==> src/rtl/core/spffp_pkg.sv <==
// Shared types, constants and the control store of the sparse pattern packer.
`default_nettype none
package spffp_pkg;

	// fixed field widths of the channels
	localparam int KIND_W    = 2;
	localparam int WORD_IN_W = 32;
	localparam int OFS_W     = 15;
	localparam int LEN_OUT_W = 15;
	localparam int FIT_W     = 11;
	localparam int ST_W      = 2;

	// parameter defaults
	localparam int TABLE_DEPTH_DEF   = 16384;
	localparam int PATTERN_DEPTH_DEF = 1024;
	localparam int WORD_WIDTH_DEF    = 32;

	localparam logic [KIND_W-1:0] K_LOAD  = 2'd0;
	localparam logic [KIND_W-1:0] K_TRY   = 2'd1;
	localparam logic [KIND_W-1:0] K_PLACE = 2'd2;

	localparam logic [ST_W-1:0] ST_OK      = 2'd0;
	localparam logic [ST_W-1:0] ST_COL     = 2'd1;
	localparam logic [ST_W-1:0] ST_OVF     = 2'd2;
	localparam logic [ST_W-1:0] ST_TOOLONG = 2'd3;

	localparam int PC_W = 5;

	// control store addresses
	localparam logic [PC_W-1:0] P_CLR     = 5'd0;
	localparam logic [PC_W-1:0] P_IDLE    = 5'd1;
	localparam logic [PC_W-1:0] P_DISP0   = 5'd2;
	localparam logic [PC_W-1:0] P_DISP1   = 5'd3;
	localparam logic [PC_W-1:0] P_DISP2   = 5'd4;
	localparam logic [PC_W-1:0] P_DROP    = 5'd5;
	localparam logic [PC_W-1:0] P_LOAD    = 5'd6;
	localparam logic [PC_W-1:0] P_LCHK    = 5'd7;
	localparam logic [PC_W-1:0] P_LWR     = 5'd8;
	localparam logic [PC_W-1:0] P_LFULL   = 5'd9;
	localparam logic [PC_W-1:0] P_TRY     = 5'd10;
	localparam logic [PC_W-1:0] P_TLOOP   = 5'd11;
	localparam logic [PC_W-1:0] P_TINNER  = 5'd12;
	localparam logic [PC_W-1:0] P_TCMP    = 5'd13;
	localparam logic [PC_W-1:0] P_TNEXT   = 5'd14;
	localparam logic [PC_W-1:0] P_TFOUND  = 5'd15;
	localparam logic [PC_W-1:0] P_TNOFIT  = 5'd16;
	localparam logic [PC_W-1:0] P_PLACE   = 5'd17;
	localparam logic [PC_W-1:0] P_PINIT   = 5'd18;
	localparam logic [PC_W-1:0] P_PINNER  = 5'd19;
	localparam logic [PC_W-1:0] P_PCMP    = 5'd20;
	localparam logic [PC_W-1:0] P_PCOL    = 5'd21;
	localparam logic [PC_W-1:0] P_POVF    = 5'd22;
	localparam logic [PC_W-1:0] P_PWR     = 5'd23;
	localparam logic [PC_W-1:0] P_PWLOOP  = 5'd24;
	localparam logic [PC_W-1:0] P_PWSTORE = 5'd25;
	localparam logic [PC_W-1:0] P_PDONE   = 5'd26;

	typedef enum logic [3:0] {
		C_NEXT     = 4'd0,
		C_ALWAYS   = 4'd1,
		C_NO_IN    = 4'd2,
		C_K_LOAD   = 4'd3,
		C_K_TRY    = 4'd4,
		C_K_PLACE  = 4'd5,
		C_PFULL    = 4'd6,
		C_OFF_END  = 4'd7,
		C_I_END    = 4'd8,
		C_NOHIT    = 4'd9,
		C_OVF      = 4'd10,
		C_CLR_MORE = 4'd11
	} cond_t;

	typedef enum logic [2:0] {
		R_TOOLONG = 3'd0,
		R_TRY     = 3'd1,
		R_NOFIT   = 3'd2,
		R_PCOL    = 3'd3,
		R_POVF    = 3'd4,
		R_PLACE   = 3'd5
	} res_t;

	typedef struct packed {
		cond_t           cond;
		logic [PC_W-1:0] target;
		logic            accept;
		logic            start;
		logic            pwrite;
		logic            off_zero;
		logic            off_poff;
		logic            off_inc;
		logic            i_zero;
		logic            rd;
		logic            twrite;
		logic            tclr;
		logic            emit;
		logic            setlen;
		res_t            res;
	} uword_t;

	typedef struct packed {
		logic no_in;
		logic k_load;
		logic k_try;
		logic k_place;
		logic pfull;
		logic off_end;
		logic i_end;
		logic nohit;
		logic ovf;
		logic clr_more;
		logic out_busy;
	} flags_t;

	function automatic uword_t ucode(input logic [PC_W-1:0] pc);
		uword_t w;
		w = '0;
		w.cond = C_NEXT;
		w.target = P_IDLE;
		w.res = R_TOOLONG;
		case (pc)
			P_CLR: begin
				w.tclr = 1'b1;
				w.cond = C_CLR_MORE;
				w.target = P_CLR;
			end
			P_IDLE: begin
				w.accept = 1'b1;
				w.cond = C_NO_IN;
				w.target = P_IDLE;
			end
			P_DISP0: begin
				w.cond = C_K_LOAD;
				w.target = P_LOAD;
			end
			P_DISP1: begin
				w.cond = C_K_TRY;
				w.target = P_TRY;
			end
			P_DISP2: begin
				w.cond = C_K_PLACE;
				w.target = P_PLACE;
			end
			P_DROP: w.cond = C_ALWAYS;
			P_LOAD: w.start = 1'b1;
			P_LCHK: begin
				w.cond = C_PFULL;
				w.target = P_LFULL;
			end
			P_LWR: begin
				w.pwrite = 1'b1;
				w.cond = C_ALWAYS;
			end
			P_LFULL: begin
				w.emit = 1'b1;
				w.res = R_TOOLONG;
				w.cond = C_ALWAYS;
			end
			P_TRY: w.off_zero = 1'b1;
			P_TLOOP: begin
				w.i_zero = 1'b1;
				w.cond = C_OFF_END;
				w.target = P_TNOFIT;
			end
			P_TINNER: begin
				w.rd = 1'b1;
				w.cond = C_I_END;
				w.target = P_TFOUND;
			end
			P_TCMP: begin
				w.cond = C_NOHIT;
				w.target = P_TINNER;
			end
			P_TNEXT: begin
				w.off_inc = 1'b1;
				w.cond = C_ALWAYS;
				w.target = P_TLOOP;
			end
			P_TFOUND: begin
				w.emit = 1'b1;
				w.res = R_TRY;
				w.cond = C_ALWAYS;
			end
			P_TNOFIT: begin
				w.emit = 1'b1;
				w.res = R_NOFIT;
				w.cond = C_ALWAYS;
			end
			P_PLACE: begin
				w.off_poff = 1'b1;
				w.cond = C_OVF;
				w.target = P_POVF;
			end
			P_PINIT: w.i_zero = 1'b1;
			P_PINNER: begin
				w.rd = 1'b1;
				w.cond = C_I_END;
				w.target = P_PWR;
			end
			P_PCMP: begin
				w.cond = C_NOHIT;
				w.target = P_PINNER;
			end
			P_PCOL: begin
				w.emit = 1'b1;
				w.res = R_PCOL;
				w.cond = C_ALWAYS;
			end
			P_POVF: begin
				w.emit = 1'b1;
				w.res = R_POVF;
				w.cond = C_ALWAYS;
			end
			P_PWR: w.i_zero = 1'b1;
			P_PWLOOP: begin
				w.rd = 1'b1;
				w.cond = C_I_END;
				w.target = P_PDONE;
			end
			P_PWSTORE: begin
				w.twrite = 1'b1;
				w.cond = C_ALWAYS;
				w.target = P_PWLOOP;
			end
			P_PDONE: begin
				w.emit = 1'b1;
				w.setlen = 1'b1;
				w.res = R_PLACE;
				w.cond = C_ALWAYS;
			end
			default: w.cond = C_ALWAYS;
		endcase
		return w;
	endfunction

endpackage
`default_nettype wire

==> src/rtl/core/spffp_seq.sv <==
// Microcode sequencer: step counter, control store lookup and branch logic.
`default_nettype none
module spffp_seq import spffp_pkg::*; (
	input  wire logic   clk,
	input  wire logic   arst_n,
	input  wire flags_t flags,
	output uword_t      uw
);
	logic [PC_W-1:0] pc_q;
	logic            taken;
	logic            hold;

	assign uw = ucode(pc_q);

	always_comb begin
		case (uw.cond)
			C_NEXT:     taken = 1'b0;
			C_ALWAYS:   taken = 1'b1;
			C_NO_IN:    taken = flags.no_in;
			C_K_LOAD:   taken = flags.k_load;
			C_K_TRY:    taken = flags.k_try;
			C_K_PLACE:  taken = flags.k_place;
			C_PFULL:    taken = flags.pfull;
			C_OFF_END:  taken = flags.off_end;
			C_I_END:    taken = flags.i_end;
			C_NOHIT:    taken = flags.nohit;
			C_OVF:      taken = flags.ovf;
			C_CLR_MORE: taken = flags.clr_more;
			default:    taken = 1'b0;
		endcase
	end

	// a result step waits until the output register is free
	assign hold = uw.emit && flags.out_busy;

	always_ff @(posedge clk or negedge arst_n) begin
		if (!arst_n) begin
			pc_q <= P_CLR;
		end else if (!hold) begin
			if (taken)
				pc_q <= uw.target;
			else
				pc_q <= pc_q + PC_W'(1);
		end
	end
endmodule
`default_nettype wire

==> config.mk <==
export PLATFORM = sky130hd
export DESIGN_NAME = spffp_seq
export DESIGN_NICKNAME = d
export VERILOG_FILES = /design/src/rtl/core/spffp_pkg.sv /design/src/rtl/core/spffp_seq.sv
export SDC_FILE = /design/constraint.sdc
export NUM_CORES = 1
export LEC_CHECK = 0
export BUFFER_PORTS_ARGS = -buffer_cell sky130_fd_sc_hd__buf_2
export CAP_MARGIN = 20
export CORE_MARGIN = 2
export CORE_UTILIZATION = 51
export CTS_CLUSTER_DIAMETER = 40
export DETAILED_ROUTE_END_ITERATION = 10
export GPL_TIMING_DRIVEN = 0
export PLACE_DENSITY = 0.92
export SLEW_MARGIN = 15
export SYNTH_ARGS = -nofsm -noshare
export SYNTH_HDL_FRONTEND = slang
export SYNTH_SLANG_ARGS = --single-unit
==> constraint.sdc <==
create_clock -name clk -period 2.76 [get_ports clk]
set_input_delay 0.276 -clock clk [delete_from_list [all_inputs] [get_ports clk]]
set_output_delay 0.276 -clock clk [all_outputs]
set_load 0.005 [all_outputs]
==> impl_metrics.tcl <==
set metrics [dict create \
    fin_area_sq_mm 0.001662 \
    floorplan.core_area_sq_mm 0.002191 \
    fin_crit_ps 2795 \
    hold_violations 0 \
    grt_pass1_vias 1213 \
    diodes 0 \
    rrSetupSlack_ps -40 \
    drive_gt1_share_pct 45.50 \
    largest-register "pc_q" \
    num_vias 1564 \
    slew_violations 0 \
    start_kind "flop" \
    grt_pass1_wl_mm 5.444 \
    ys_ff_latch 5 \
    worst_slack_ps -35.40 \
    dieArea_sq_mm 0.002693 \
    boundaryPins 37 \
    rows 17 \
    setup_viol 2 \
    utilization_pct 75.84 \
    rsz0062_at_grt "yes" \
    htreeDepth 1 \
    chipHeight_microns 51.90 \
    drc 0 \
    cts_max_path_buffers 2 \
    fin_skew_ps 1.898 \
    cp.arrival_ps 2930 \
    r2r-start "pc_q[1]" \
    cap_violations 0 \
    timing.rr.end "pc_q[2]" \
    async_flop_share_pct 100.0 \
    seq_area_frac_synth_pct 10.70 \
    ys_top_cells_by_count "nor2_1 (21), nand2_1 (16), a21oi_1 (14)" \
    synth_area_sq_mm 0.001170 \
    max_freq_mhz 357.7 \
    grt_overflow 0 \
    max_slew_margin_pct 61.52 \
    synth_area_leader_cell "dfrtp_1" \
    syn-num-nets 185 \
    ys.flop_type "dfrtp_1" \
    antenna_found_initial 0 \
    viasPerCell 6.256 \
    syn_to_final_growth_pct 42.03 \
    largest_reg_flops 5 \
    fin_cells 250 \
    synth_enable_flop_cells 0 \
    finalWirelength_mm 4.363 \
    drt-initial-drc-count 108 \
    avgSynthCellArea_sq_um 7.005 \
    place.port_buffers 36 \
    end_kind "flop" \
    layout.nets 241 \
    initial_core_util_pct 53.40 \
    yosys_warnings 0 \
    drtPass1Iterations 5 \
    tightest_slew_ps 571.1 \
    clk_pin_slew_worst_paths_ps 40 \
    wl_per_cell_microns 17.45 \
    min_path_type "in2async" \
    grt.total_usage_pct 26.47 \
    yosysMostFrequentCell "nor2_1" \
    synthTopCellsByArea "dfrtp_1 (11%), nor2_1 (6.7%), a21oi_1 (6.0%)" \
    place_area_sq_mm 0.001385 \
    grt_start_max_net_pins 11 \
    crit_start "pc_q[1]" \
    violations "negative setup slack" \
    cts_tree "yes" \
    synth_cells 167 \
    period_share_pct 101.3 \
    cp.required_ps 2890 \
    cts.sinks 5 \
    tns_ps -59.23 \
    ant_nets 0 \
    reg_top3 "pc_q (5)" \
    die_width_microns 51.90 \
    crit_type "reg2reg" \
    cts_buffers 3 \
    crit_path_max_fanout 6 \
    hpwlAfterDp_mm 2.507 \
    gp_congestion 0.9286 \
    cts_root_buf "clkbuf_4" \
    ff2ff_path_depth 12 \
    ys_types 53 \
    synth_top_area_share_pct 10.70 \
    dp_cells 231 \
    clk_latency_ps 240 \
    status "finished with violations" \
]
## logic make-up (layout without fill, tap and decap cells)
logic type | Yosys count | count (layout) | synth area share, %
compound gates | 56 | 56 | 35.30
xor+xnor | 2 | 2 | 2.140
fa+ha+maj | 5 | 5 | 5.348
buf+inv | 23 | 78 | 9.732
flops | 5 | 5 | 10.70
mux | 4 | 4 | 3.957
simple gates | 72 | 72 | 32.84
## stage by stage
step	worst slack [ps]	hold WS, ps
finish	-35.40	380.6
global route	-94.17	389.5
CTS	0.6586	361.8
detailed placement	-103.9	89.19
global placement	-47.85	88.03
floorplan	289.7	-19.59
## cell type report
class,instances,area [sq um]
tap,28,35.03
inverter,10,41.29
sequential,5,127.6
multi-input combinational,139,1045
buffer,12,83.83
fill,157,529.3
timing repair buffer,52,302.8
clock buffer,4,26.28
## metal layers
layer / GRT usage [%] / vias up / share of wire, %
met5: 0 / - / 0
met4: 12.72 / 0 / 3.6
met3: 3.161 / 23 / 7.7
met2: 38.82 / 93 / 49
met1: 38.01 / 731 / 40
li1: - / 717 / -
## cells in the final DEF (no fill, tap or decap), types with 3 or more instances in the layout
cell type	n
buf_6	3
clkbuf_4	3
inv_1	7
ha_4	3
buf_4	17
nor2_1	21
nand2_1	15
a21o_1	3
clkbuf_2	4
and3_1	4
buf_2	39
nand2b_1	4
o21ai_0	9
dfrtp_1	3
a21oi_1	14
a211oi_1	6
nand3_1	6
nor3_1	5
## repair_timing
item	in CTS	in global routing
cloned	0	0
hold buffers	1	0
endpoints found under the setup margin	5	6
pin swaps	5	6
gates resized for setup	6	29
hold endpoints to repair	5	0
setup buffers	5	10
## worst max-delay path by stage
stage,to,cells after the start,slack (ps)
finish,pc_q[2],12,-40
global route,pc_q[4],12,-90
CTS,pc_q[3],10,0.7
detailed placement,pc_q[3],10,-100
global placement,pc_q[3],10,-50
floorplan,pc_q[4],11,290
## critical path, cell delays in order, from the launching register on
cell and delay (ps):
dfrtp_2 440, inv_2 110, ha_4 130, buf_6 110, and4bb_4 280, nor3_4 60, o21a_2 140, a21oi_4 260
mux2_4 350, o32ai_4 320, buf_4 190, o41ai_2 50, a211oi_1 230
Power is not shown: default switching activity piles up to over one toggle a cycle in this logic, so the estimate is an artifact.
